File: src/design/ecl_pkg.sv
// Shared types and constants for the polygon ear-clip triangulator.
`default_nettype none

package ecl_pkg;

    localparam int MAX_VERTICES = 64;
    localparam int COORD_BITS   = 16;
    localparam int THR_W        = 16;
    localparam int MIN_POLY     = 3;
    localparam int IDX_W        = $clog2(MAX_VERTICES);
    localparam int CNT_W        = $clog2(MAX_VERTICES + 1);
    localparam int ATT_W        = CNT_W + 1;
    localparam int DIF_W        = COORD_BITS + 1;
    localparam int PRD_W        = 2 * DIF_W;
    localparam int XP_W         = PRD_W + 1;
    localparam int ACC_W        = XP_W + IDX_W + 1;
    localparam int S_TDATA_W    = 2 * COORD_BITS;
    localparam int M_TRI_W      = 3 * IDX_W;
    localparam int M_TDATA_W    = ((M_TRI_W + 7) / 8) * 8;
    localparam int M_TUSER_W    = 3;

    typedef enum logic [5:0] {
        ST_IDLE, ST_SHORT,
        ST_AREA, ST_AREA_P, ST_AREA_X, ST_AREA_W,
        ST_INIT, ST_PASS,
        ST_CAND, ST_CAND_B, ST_CAND_C, ST_CONV, ST_CONV_W, ST_NEXT,
        ST_TEST, ST_T1, ST_T1_W, ST_T2, ST_T2_W, ST_T3, ST_T3_W, ST_TCHK,
        ST_EAR, ST_MOVE, ST_MOVE_W,
        ST_END, ST_END_B, ST_END_C, ST_END_P,
        ST_FIN, ST_FAN, ST_FLUSH,
        ST_F_REM, ST_F_CRD, ST_F_CAP
    } t_state;

    // Operand slot that a fetched vertex lands in
    typedef enum logic [1:0] {SLOT_A, SLOT_B, SLOT_C, SLOT_P} t_slot;

    // Operand selection of the cross-product unit
    typedef enum logic [2:0] {XM_AREA, XM_CONV, XM_T1, XM_T2, XM_T3} t_xmode;

    typedef struct packed {
        logic             ovf;
        logic             fb;
        logic             has;
        logic [IDX_W-1:0] c;
        logic [IDX_W-1:0] b;
        logic [IDX_W-1:0] a;
    } t_tri;

    typedef struct packed {
        logic             ld_we;
        logic [IDX_W-1:0] ld_addr;
        logic             crd_via_rem;
        logic [IDX_W-1:0] crd_addr;
        logic [IDX_W-1:0] rem_raddr;
        logic             rem_we;
        logic [IDX_W-1:0] rem_waddr;
        logic             rem_wsel_rd;
        logic [IDX_W-1:0] rem_wdata;
        logic             cap;
        t_slot            cap_slot;
        logic             xp_start;
        t_xmode           xp_mode;
        logic             acc_clr;
        logic             acc_add;
        logic             flg_clr;
        logic             flg_upd;
        logic             produce;
        logic             prod_imm;
        t_tri             tri_imm;
        logic             ovf;
        logic             flush;
    } t_cmd;

    typedef struct packed {
        logic prod_ok;
        logic out_free;
        logic pend_valid;
        logic xp_done;
        logic conv_ok;
        logic in_tri;
        logic area_neg;
    } t_sts;

endpackage

`default_nettype wire

File: src/design/ecl_ctrl.sv
// Controller: load, area, ear search, clipping, fallback and flush sequencing.
`default_nettype none

module ecl_ctrl (
    input  wire logic          i_clk,
    input  wire logic          i_rst_n,
    input  wire logic          i_valid,
    output logic               o_ready,
    input  wire logic          i_last,
    input  wire ecl_pkg::t_sts i_sts,
    output ecl_pkg::t_cmd      o_cmd
);
    import ecl_pkg::*;

    t_state           r_state, n_state, r_ret, n_ret;
    logic [CNT_W-1:0] r_vcnt, n_vcnt, r_cnt, n_cnt;
    logic [CNT_W-1:0] r_i, n_i, r_j, n_j, r_k, n_k;
    logic [ATT_W-1:0] r_att, n_att, w_att_dec;
    logic             r_ovf, n_ovf;
    logic [IDX_W-1:0] r_faddr, n_faddr;
    t_slot            r_slot, n_slot;
    logic             r_via, n_via;
    logic [CNT_W-1:0] w_ip, w_in, w_inext, w_vnew, w_aj;
    logic             w_full;

    always_ff @(posedge i_clk) begin
        if (!i_rst_n) begin
            r_state <= ST_IDLE;
            r_ret   <= ST_IDLE;
            r_vcnt  <= '0;
            r_cnt   <= '0;
            r_att   <= '0;
            r_ovf   <= 1'b0;
            r_i     <= '0;
            r_j     <= '0;
            r_k     <= '0;
            r_faddr <= '0;
            r_slot  <= SLOT_A;
            r_via   <= 1'b0;
        end else begin
            r_state <= n_state;
            r_ret   <= n_ret;
            r_vcnt  <= n_vcnt;
            r_cnt   <= n_cnt;
            r_att   <= n_att;
            r_ovf   <= n_ovf;
            r_i     <= n_i;
            r_j     <= n_j;
            r_k     <= n_k;
            r_faddr <= n_faddr;
            r_slot  <= n_slot;
            r_via   <= n_via;
        end
    end

    // ring neighbours of the current corner
    assign w_inext   = r_i + CNT_W'(1);
    assign w_ip      = (r_i == '0) ? (r_cnt - CNT_W'(1)) : (r_i - CNT_W'(1));
    assign w_in      = (w_inext == r_cnt) ? '0 : w_inext;
    assign w_aj      = (w_inext == r_vcnt) ? '0 : w_inext;
    assign w_full    = (r_vcnt == CNT_W'(MAX_VERTICES));
    assign w_vnew    = w_full ? r_vcnt : (r_vcnt + CNT_W'(1));
    assign w_att_dec = r_att - ATT_W'(1);

    always_comb begin
        n_state = r_state;
        n_ret   = r_ret;
        n_vcnt  = r_vcnt;
        n_cnt   = r_cnt;
        n_att   = r_att;
        n_ovf   = r_ovf;
        n_i     = r_i;
        n_j     = r_j;
        n_k     = r_k;
        n_faddr = r_faddr;
        n_slot  = r_slot;
        n_via   = r_via;
        o_ready = 1'b0;

        o_cmd             = '0;
        o_cmd.ld_addr     = r_vcnt[IDX_W-1:0];
        o_cmd.crd_addr    = r_faddr;
        o_cmd.crd_via_rem = r_via;
        o_cmd.rem_raddr   = r_faddr;
        o_cmd.cap_slot    = r_slot;
        o_cmd.ovf         = r_ovf;
        o_cmd.xp_mode     = XM_AREA;

        case (r_state)
            // vertex load
            ST_IDLE: begin
                o_ready = 1'b1;
                if (i_valid) begin
                    o_cmd.ld_we = !w_full;
                    n_vcnt      = w_vnew;
                    if (w_full) begin
                        n_ovf = 1'b1;
                    end
                    if (i_last) begin
                        n_i           = '0;
                        o_cmd.acc_clr = 1'b1;
                        n_state = (w_vnew < CNT_W'(MIN_POLY)) ? ST_SHORT : ST_AREA;
                    end
                end
            end
            ST_SHORT: begin
                o_cmd.produce  = i_sts.prod_ok;
                o_cmd.prod_imm = 1'b1;
                if (i_sts.prod_ok) begin
                    n_state = ST_FLUSH;
                end
            end
            // signed area, one edge term per pass
            ST_AREA: begin
                n_faddr = r_i[IDX_W-1:0]; n_slot = SLOT_B; n_via = 1'b0;
                n_ret = ST_AREA_P; n_state = ST_F_CRD;
            end
            ST_AREA_P: begin
                n_faddr = w_aj[IDX_W-1:0]; n_slot = SLOT_P; n_via = 1'b0;
                n_ret = ST_AREA_X; n_state = ST_F_CRD;
            end
            ST_AREA_X: begin
                o_cmd.xp_start = 1'b1;
                n_state        = ST_AREA_W;
            end
            ST_AREA_W: begin
                if (i_sts.xp_done) begin
                    o_cmd.acc_add = 1'b1;
                    if (w_inext == r_vcnt) begin
                        n_i     = '0;
                        n_state = ST_INIT;
                    end else begin
                        n_i     = w_inext;
                        n_state = ST_AREA;
                    end
                end
            end
            // index list, reversed for clockwise input
            ST_INIT: begin
                o_cmd.rem_we    = 1'b1;
                o_cmd.rem_waddr = r_i[IDX_W-1:0];
                o_cmd.rem_wdata = i_sts.area_neg ?
                                  IDX_W'(r_vcnt - CNT_W'(1) - r_i) : r_i[IDX_W-1:0];
                if (w_inext == r_vcnt) begin
                    n_cnt   = r_vcnt;
                    n_att   = {r_vcnt, 1'b0};
                    n_state = ST_PASS;
                end else begin
                    n_i = w_inext;
                end
            end
            ST_PASS: begin
                if (r_cnt > CNT_W'(MIN_POLY)) begin
                    n_att = w_att_dec;
                    if (w_att_dec == '0) begin
                        n_state = ST_END;
                    end else begin
                        n_i     = '0;
                        n_state = ST_CAND;
                    end
                end else begin
                    n_state = ST_END;
                end
            end
            // fetch the corner and its neighbours
            ST_CAND: begin
                n_faddr = w_ip[IDX_W-1:0]; n_slot = SLOT_A; n_via = 1'b1;
                n_ret = ST_CAND_B; n_state = ST_F_REM;
            end
            ST_CAND_B: begin
                n_faddr = r_i[IDX_W-1:0]; n_slot = SLOT_B; n_via = 1'b1;
                n_ret = ST_CAND_C; n_state = ST_F_REM;
            end
            ST_CAND_C: begin
                n_faddr = w_in[IDX_W-1:0]; n_slot = SLOT_C; n_via = 1'b1;
                n_ret = ST_CONV; n_state = ST_F_REM;
            end
            ST_CONV: begin
                o_cmd.xp_start = 1'b1;
                o_cmd.xp_mode  = XM_CONV;
                n_state        = ST_CONV_W;
            end
            ST_CONV_W: begin
                if (i_sts.xp_done) begin
                    if (i_sts.conv_ok) begin
                        n_j     = '0;
                        n_state = ST_TEST;
                    end else begin
                        n_state = ST_NEXT;
                    end
                end
            end
            ST_NEXT: begin
                if (w_inext == r_cnt) begin
                    n_state = ST_END;
                end else begin
                    n_i     = w_inext;
                    n_state = ST_CAND;
                end
            end
            // containment test against every remaining vertex other than the three corners
            ST_TEST: begin
                if (r_j == r_cnt) begin
                    n_state = ST_EAR;
                end else if (r_j == r_i || r_j == w_ip || r_j == w_in) begin
                    n_j = r_j + CNT_W'(1);
                end else begin
                    n_faddr = r_j[IDX_W-1:0]; n_slot = SLOT_P; n_via = 1'b1;
                    n_ret = ST_T1; n_state = ST_F_REM;
                end
            end
            ST_T1: begin
                o_cmd.xp_start = 1'b1;
                o_cmd.xp_mode  = XM_T1;
                o_cmd.flg_clr  = 1'b1;
                n_state        = ST_T1_W;
            end
            ST_T1_W: begin
                if (i_sts.xp_done) begin
                    o_cmd.flg_upd = 1'b1;
                    n_state       = ST_T2;
                end
            end
            ST_T2: begin
                o_cmd.xp_start = 1'b1;
                o_cmd.xp_mode  = XM_T2;
                n_state        = ST_T2_W;
            end
            ST_T2_W: begin
                if (i_sts.xp_done) begin
                    o_cmd.flg_upd = 1'b1;
                    n_state       = ST_T3;
                end
            end
            ST_T3: begin
                o_cmd.xp_start = 1'b1;
                o_cmd.xp_mode  = XM_T3;
                n_state        = ST_T3_W;
            end
            ST_T3_W: begin
                if (i_sts.xp_done) begin
                    o_cmd.flg_upd = 1'b1;
                    n_state       = ST_TCHK;
                end
            end
            ST_TCHK: begin
                if (i_sts.in_tri) begin
                    n_state = ST_NEXT;
                end else begin
                    n_j     = r_j + CNT_W'(1);
                    n_state = ST_TEST;
                end
            end
            // emit the ear, then close the gap in the list
            ST_EAR: begin
                o_cmd.produce = i_sts.prod_ok;
                if (i_sts.prod_ok) begin
                    n_k     = r_i;
                    n_state = ST_MOVE;
                end
            end
            ST_MOVE: begin
                if ((r_k + CNT_W'(1)) >= r_cnt) begin
                    n_cnt   = r_cnt - CNT_W'(1);
                    n_state = ST_PASS;
                end else begin
                    o_cmd.rem_raddr = IDX_W'(r_k + CNT_W'(1));
                    n_state         = ST_MOVE_W;
                end
            end
            ST_MOVE_W: begin
                o_cmd.rem_we      = 1'b1;
                o_cmd.rem_waddr   = r_k[IDX_W-1:0];
                o_cmd.rem_wsel_rd = 1'b1;
                n_k               = r_k + CNT_W'(1);
                n_state           = ST_MOVE;
            end
            // last triangle of three remaining vertices
            ST_END: begin
                if (r_cnt == CNT_W'(MIN_POLY)) begin
                    n_faddr = IDX_W'(0); n_slot = SLOT_A; n_via = 1'b1;
                    n_ret = ST_END_B; n_state = ST_F_REM;
                end else begin
                    n_state = ST_FIN;
                end
            end
            ST_END_B: begin
                n_faddr = IDX_W'(1); n_slot = SLOT_B; n_via = 1'b1;
                n_ret = ST_END_C; n_state = ST_F_REM;
            end
            ST_END_C: begin
                n_faddr = IDX_W'(2); n_slot = SLOT_C; n_via = 1'b1;
                n_ret = ST_END_P; n_state = ST_F_REM;
            end
            ST_END_P: begin
                o_cmd.produce = i_sts.prod_ok;
                if (i_sts.prod_ok) begin
                    n_state = ST_FIN;
                end
            end
            ST_FIN: begin
                if (i_sts.pend_valid) begin
                    n_state = ST_FLUSH;
                end else begin
                    n_i     = CNT_W'(1);
                    n_state = ST_FAN;
                end
            end
            // fan fallback from vertex zero
            ST_FAN: begin
                o_cmd.produce     = i_sts.prod_ok;
                o_cmd.prod_imm    = 1'b1;
                o_cmd.tri_imm.b   = r_i[IDX_W-1:0];
                o_cmd.tri_imm.c   = w_inext[IDX_W-1:0];
                o_cmd.tri_imm.has = 1'b1;
                o_cmd.tri_imm.fb  = 1'b1;
                if (i_sts.prod_ok) begin
                    if ((w_inext + CNT_W'(1)) == r_vcnt) begin
                        n_state = ST_FLUSH;
                    end else begin
                        n_i = w_inext;
                    end
                end
            end
            ST_FLUSH: begin
                o_cmd.flush = i_sts.out_free;
                if (i_sts.out_free) begin
                    n_vcnt  = '0;
                    n_ovf   = 1'b0;
                    n_cnt   = '0;
                    n_att   = '0;
                    n_state = ST_IDLE;
                end
            end
            // vertex fetch: list read, coordinate read, slot capture
            ST_F_REM: begin
                n_state = ST_F_CRD;
            end
            ST_F_CRD: begin
                n_state = ST_F_CAP;
            end
            ST_F_CAP: begin
                o_cmd.cap = 1'b1;
                n_state   = r_ret;
            end
            default: begin
                n_state = ST_IDLE;
            end
        endcase
    end

    a_idle_clean: assert property (@(posedge i_clk) disable iff (!i_rst_n)
        (r_state == ST_IDLE) |-> !i_sts.pend_valid)
        else $error("pending result left at idle");
    a_cnt_range: assert property (@(posedge i_clk) disable iff (!i_rst_n)
        (r_cnt <= CNT_W'(MAX_VERTICES)) && (r_vcnt <= CNT_W'(MAX_VERTICES)))
        else $error("vertex count out of range");
    a_fan_size: assert property (@(posedge i_clk) disable iff (!i_rst_n)
        (r_state == ST_FAN) |-> (r_vcnt >= CNT_W'(MIN_POLY)))
        else $error("fan fallback on a short polygon");

endmodule

`default_nettype wire

File: config.mk
export PLATFORM = sky130hd
export DESIGN_NAME = ecl_ctrl
export DESIGN_NICKNAME = d
export VERILOG_FILES = /design/src/design/ecl_pkg.sv /design/src/design/ecl_ctrl.sv
export SDC_FILE = /design/constraint.sdc
export NUM_CORES = 1
export LEC_CHECK = 0
export CAP_MARGIN = 10
export CORE_ASPECT_RATIO = 0.7
export CORE_MARGIN = 3
export CORE_UTILIZATION = 37
export CTS_CLUSTER_SIZE = 12
export DETAILED_ROUTE_END_ITERATION = 12
export DONT_BUFFER_PORTS = 1
export HOLD_SLACK_MARGIN = 0.15
export SLEW_MARGIN = 5
export SYNTH_ARGS = -nofsm -noshare
export SYNTH_HDL_FRONTEND = slang
export SYNTH_SLANG_ARGS = --single-unit
File: constraint.sdc
create_clock -name i_clk -period 5.89 [get_ports i_clk]
set_clock_uncertainty 0.05 [all_clocks]
set_input_delay 0.589 -clock i_clk [delete_from_list [all_inputs] [get_ports i_clk]]
set_output_delay 0.589 -clock i_clk [all_outputs]
set_load 0.02 [all_outputs]
==> results.cfg, run 1 <==
[run_status]
outcome = finished clean

[die]
die_area_um2 = 19700
dieHeight_um = 118
core_area_um2 = 17400
ios = 82
row_count = 40
start_util_pct = 38.4
die_x_um = 167

[cells_and_area]
nets = 914
syn_to_final_growth_pct = 3.97
final_core_util_pct = 39.9
layout_common_cells = nor2_1, nand2_1, a21oi_1
final_common_cell = nor2_1
drive_gt1_share_pct = 5.54
diodes = 0

[sta]
finalCriticalPeriod_ns = 4.69
hold_viol = 0
relSlewSlack_pct = 30.3
rsz0062_at_grt = false
fin_crit_sh_pct = 79.7
slew_violations = 0
max_freq_mhz = 213
timing.setup.tns_ns = 0
setup_viol = 0
holdWs_ns = 0.334
worstMarginPinSlew_ns = 1.04

[clock_tree]
clk_latency_ns = 0.34
holdBufCountCts = 0
clock_sinks = 64
cts_tree = done
cts.htree.levels = 3
clockBufferDepth = 2
cts_resized = 0
root_buffer = clkbuf_16
path_clk_slew_ns = 0.06
cts_setup_buffers = 0
numCtsBuffers = 9

[pwr]
peakVddDrop_mv = 0.200
p_total_w = 0.00252
powerDensity_nw_per_um2 = 363
power.leakage_nw = 2.50

[route]
drc = 0
ant_nets = 0
vias = 7107
drt-total-wl_mm = 25.1
drt_iter0_drc = 1049
drtPass1Iterations = 6
wire_per_inst_um = 22.5
vias_per_cell = 6.37

[synthesis]
ys.flop_type = dfxtp_1
netlist_area_um2 = 6690
asyncSetResetFlopFracSynth_pct = 0
synthCells = 943
yosysSeqAreaShare_pct = 19.2
synth_edf_count = 0
ys_ff_latch = 64
yosysWarnings = 0
ys_types = 81
avgSynthCellArea_um2 = 7.09

[setup_path]
critPathLaunchType = register
critical_path_class = reg -> reg
path_max_fanout = 17
arrival_ns = 4.88
end_kind = register
worstPathRequired_ns = 6.08

[global_routing]
first_global_vias = 6221
grt_pass1_wl_mm = 38.8
overflow = 0
grt_antenna_before_repair = 0
grt_max_degree = 34
track_usage_pct = 24.7

[place]
io_buffers = 0
place.gp.congestion = 0.991
dp_hpwl_mm = 18.8

[run]
maxCapViolCount = 0

[worst_hold_path]
hold_path_class = in -> reg
## flip-flops by register name (all words and copies together), names as in the netlist
| register | cells |
|---|---|
| r_i | 7 |
| r_faddr | 6 |
| r_j | 7 |
| r_ovf | 1 |
| r_ret | 5 |
| r_cnt | 7 |
| r_slot | 2 |
| r_vcnt | 7 |
| r_att | 8 |
| r_via | 1 |
| r_state | 6 |
| r_k | 7 |
## worst paths after layout
path	startpoint	to	slack, ns	cells past startpoint
setup / recovery	r_i[0]	r_state[4]	1.20	11
hold / removal	i_rst_n	r_ret[4]	0.33	1
setup reg to reg	r_i[0]	r_state[4]	1.20	11
hold reg to reg	r_k[6]	r_k[6]	0.42	2
## routing by layer
metal  track usage, %  vias up  share of wire (%)
met1             36.0     3341                 44
met4             4.59        0                2.1
met2             36.1      437                 42
met5                0        -                  0
met3             7.46       49                 12
li1                 -     3280                  -
## area by class of cell
class / instances / area, µm²
Tap cell: 231 / 289
Timing Repair Buffer: 12 / 90.1
Inverter: 36 / 135
Clock inverter: 4 / 27.5
Multi-Input combinational cell: 756 / 4860
Fill cell: 1859 / 10500
Sequential cell: 64 / 1280
Clock buffer: 12 / 267
## critical path: stages (launching register included)
cell,delay [ns]
dfxtp_1,0.74
inv_1,0.32
ha_1,0.60
xnor2_1,0.19
nand2_1,0.07
or4_4,0.45
or3_1,0.47
a221oi_1,0.37
nor4_1,0.11
o21ai_1,0.82
a21oi_1,0.13
a311oi_1,0.26
## cell families (layout without fill, tap and decap cells)
| logic type | count (synthesis) | after routing | share of synthesized area (%) |
|---|---|---|---|
| simple gates | 369 | 369 | 26.8 |
| compound gates | 269 | 269 | 27.9 |
| buf+inv | 129 | 64 | 8.48 |
| xor+xnor | 74 | 74 | 10.8 |
| flops | 64 | 64 | 19.2 |
| fa+ha+maj | 24 | 24 | 4.60 |
| mux | 13 | 13 | 2.15 |
| other cells | 1 | 7 | 0.0561 |
## per-stage QoR
step	cells	worst slack, ns	area (µm²)
3_3_place_gp	1098	1.44	6650
6_report	1115	1.20	6950
3_5_place_dp	1098	1.32	6650
4_1_cts	1114	1.31	6940
5_1_grt	1115	0.862	6950
2_1_floorplan	949	2.04	6710
## cell usage after synthesis, types with 7 or more instances
cell	count	area share, %
nor2_1	104	5.8
nand2_1	87	4.9
a21oi_1	72	5.4
dfxtp_1	64	19
clkbuf_1	61	3.4
xnor2_1	50	6.5
o21ai_0	41	3.1
nand3_1	40	3.0
inv_1	32	1.8
nor3_1	32	2.4
a211oi_1	23	2.6
ha_1	23	4.3
a31oi_1	18	1.7
xor2_1	18	2.4
buf_4	17	1.9
nand2b_1	14	1.3
nor2b_1	14	1.3
and3_1	13	1.2
nor4_1	12	1.1
mux2i_1	11	1.6
nand4_1	11	1.0
buf_1	10	0.56
or3_1	10	0.94
a21o_1	9	1.0
o32ai_1	8	1.0
a22oi_1	7	0.79
nand3b_1	7	0.79
o21a_1	7	0.79
## report_power, final
group | switching, W | internal (W)
combinational | 0.000860 | 0.000452
sequential | 0.000173 | 0.000507
clock | 0.000210 | 0.000319
total | 0.00124 | 0.00128
Power figures use the tool's default switching activity.
==> run 2, diff against run 1 <==
==> constraint.sdc (replaced) <==
create_clock -name i_clk -period 4.6 [get_ports i_clk]
set_clock_uncertainty 0.05 [all_clocks]
set_input_delay 0.46 -clock i_clk [delete_from_list [all_inputs] [get_ports i_clk]]
set_output_delay 0.46 -clock i_clk [all_outputs]
set_load 0.02 [all_outputs]
==> run 2 against run 1 <==
Against the previous run:
- flip-flop and latch count did not move
- via count rose by 1.4%
- routed wire length rose by 1.2%
- fmax rose by 14%
- die area did not move
- register-to-register slack got worse by 0.71 ns
- count of clock-buffer cells in the layout did not move
- largest power group unchanged
==> results.cfg, run 2 (synthesized netlist as in run 1, its figures left out) <==
[die]
dieHeight_um = 118
core_area_um2 = 17400
die_area_um2 = 19700
row_count = 40
start_util_pct = 38.4
die_x_um = 167
ios = 82

[setup_path]
critPathMaxStageDelay_ns = 0.61
path_max_fanout = 13
critPathLaunchType = register
crit_chain = ha_1 -> xnor2_2 -> xnor2_1 -> or4_4 -> o32a_1 -> o32a_1 -> or4_4 -> a21oi_4 -> nor2_1 -> buf_4 -> o221a_2
crit_cells = 11
worstSetupStartpoint = r_i[0]
r2r_start = r_i[0]
r2r_setup_slack_ns = 0.48
arrival_ns = 4.30
worstPathRequired_ns = 4.79
cp_num_buf_inv = 1
end_kind = register
critical_path.top_delay_family = simple AND/OR/NAND/NOR gates
worst_path_max_delay_cell = xnor2_2
reg2reg_depth = 11
critical_path_class = reg -> reg
reg2reg_to = r_ret[2]

[cells_and_area]
regArea_um2 = 1280
drive_gt1_share_pct = 7.51
nFillCells = 1834
layout_common_cells = nor2_1, nand2_1, a21oi_1
top_register = r_att
final_common_cell = nor2_1
syn_to_final_growth_pct = 6.79
fin_cells = 1137
multi_input_area_um2 = 4860
nets = 935
largest_reg_flops = 8

[clock_tree]
root_buffer = clkbuf_16
cts_resized = 0
clock_sinks = 64
path_clk_slew_ns = 0.06
clockBufferDepth = 2
numCtsBuffers = 9
cts_setup_buffers = 0
cts.htree.levels = 3
cts_tree = done
holdBufCountCts = 0
clk_latency_ns = 0.35

[route]
wire_per_inst_um = 22.3
drt_iter0_drc = 1177
ant_nets = 0
vias = 7205
drt-total-wl_mm = 25.4
vias_per_cell = 6.34
drtPass1Iterations = 5
drc = 0

[sta]
fin_ws_ns = 0.483
finalCriticalPeriod_ns = 4.12
max_freq_mhz = 243
hold_viol = 0
fin_crit_sh_pct = 89.5
timing.setup.tns_ns = 0
holdWs_ns = 0.189
setup_viol = 0
slew_violations = 0
rsz0062_at_grt = false
relSlewSlack_pct = 28.4
worstMarginPinSlew_ns = 1.06

[place]
dp_hpwl_mm = 19.2
dp.cells = 1120
io_buffers = 0
place_ws_ns = 0.550
place.gp.congestion = 0.993

[worst_hold_path]
worstHoldPathCells = 1
hold_path_class = in -> reg
min_from = i_rst_n
hold_end = r_ret[4]

[global_routing]
track_usage_pct = 25.1
grt_pass1_wl_mm = 39.4
grt_max_degree = 28
overflow = 0
first_global_vias = 6474
grt_antenna_before_repair = 0

[run_status]
outcome = finished clean

[run]
maxCapViolCount = 0

[pwr]
power.leakage_nw = 2.62
p_total_w = 0.00337
powerDensity_nw_per_um2 = 471
peakVddDrop_mv = 0.203
==> run 2: cell types whose count changed in the layout (fill, tap and decap cells not counted), sizes merged <==
cell and change:
buf +21, clkinvlp -3, bufinv +2, clkinv +1, diode +1
==> run 2: how the worst max path moves through the flow <==
| stage | endpoint | slack [ns] |
|---|---|---|
| after floorplan | r_faddr[1] | 0.75 |
| after global placement | r_faddr[5] | 0.58 |
| after detailed placement | r_ret[2] | 0.55 |
| after CTS | o_cmd[54] | 0.54 |
| after global routing | r_slot[0] | 0.26 |
| final | r_ret[2] | 0.48 |
==> run 2: power by group <==
part	leakage [nW]	internal [W]	total [W]	switching [W]
clock	0.157	0.000492	0.000767	0.000275
sequential	0.520	0.000650	0.000878	0.000228
combinational	1.95	0.000626	0.00172	0.00110
total	2.62	0.00177	0.00337	0.00160
==> run 2: through the flow <==
step / util, % / cell area (µm²)
5_1_grt: 41.0 / 7140
4_1_cts: 41.0 / 7140
2_1_floorplan: - / 6710
3_5_place_dp: 39.1 / 6810
6_report: 41.0 / 7140
3_3_place_gp: 39.1 / 6810
==> run 2: per-layer routing <==
layer / track usage, % / share of wire, % / vias up
li1: - / - / 3326
met1: 36.3 / 44 / 3407
met2: 35.4 / 41 / 423
met3: 8.36 / 12 / 49
met4: 7.01 / 2.4 / 0
met5: 0 / 0 / -
==> run 2: cell type report <==
| type | count | area share, % |
|---|---|---|
| sequential | 64 | 17.9 |
| clock buffer | 12 | 3.45 |
| antenna | 1 | 0.0350 |
| clock inverter | 4 | 1.09 |
| inverter | 36 | 1.89 |
| tap | 231 | 4.05 |
| multi-input combinational | 756 | 68.1 |
| timing repair buffer | 33 | 3.47 |
==> run 2: worst reg2reg max path, stage by stage (launching register included) <==
cell	delay (ns)
dfxtp_1	0.31
ha_1	0.28
xnor2_2	0.61
xnor2_1	0.13
or4_4	0.59
o32a_1	0.36
o32a_1	0.31
or4_4	0.59
a21oi_4	0.24
nor2_1	0.08
buf_4	0.19
o221a_2	0.27
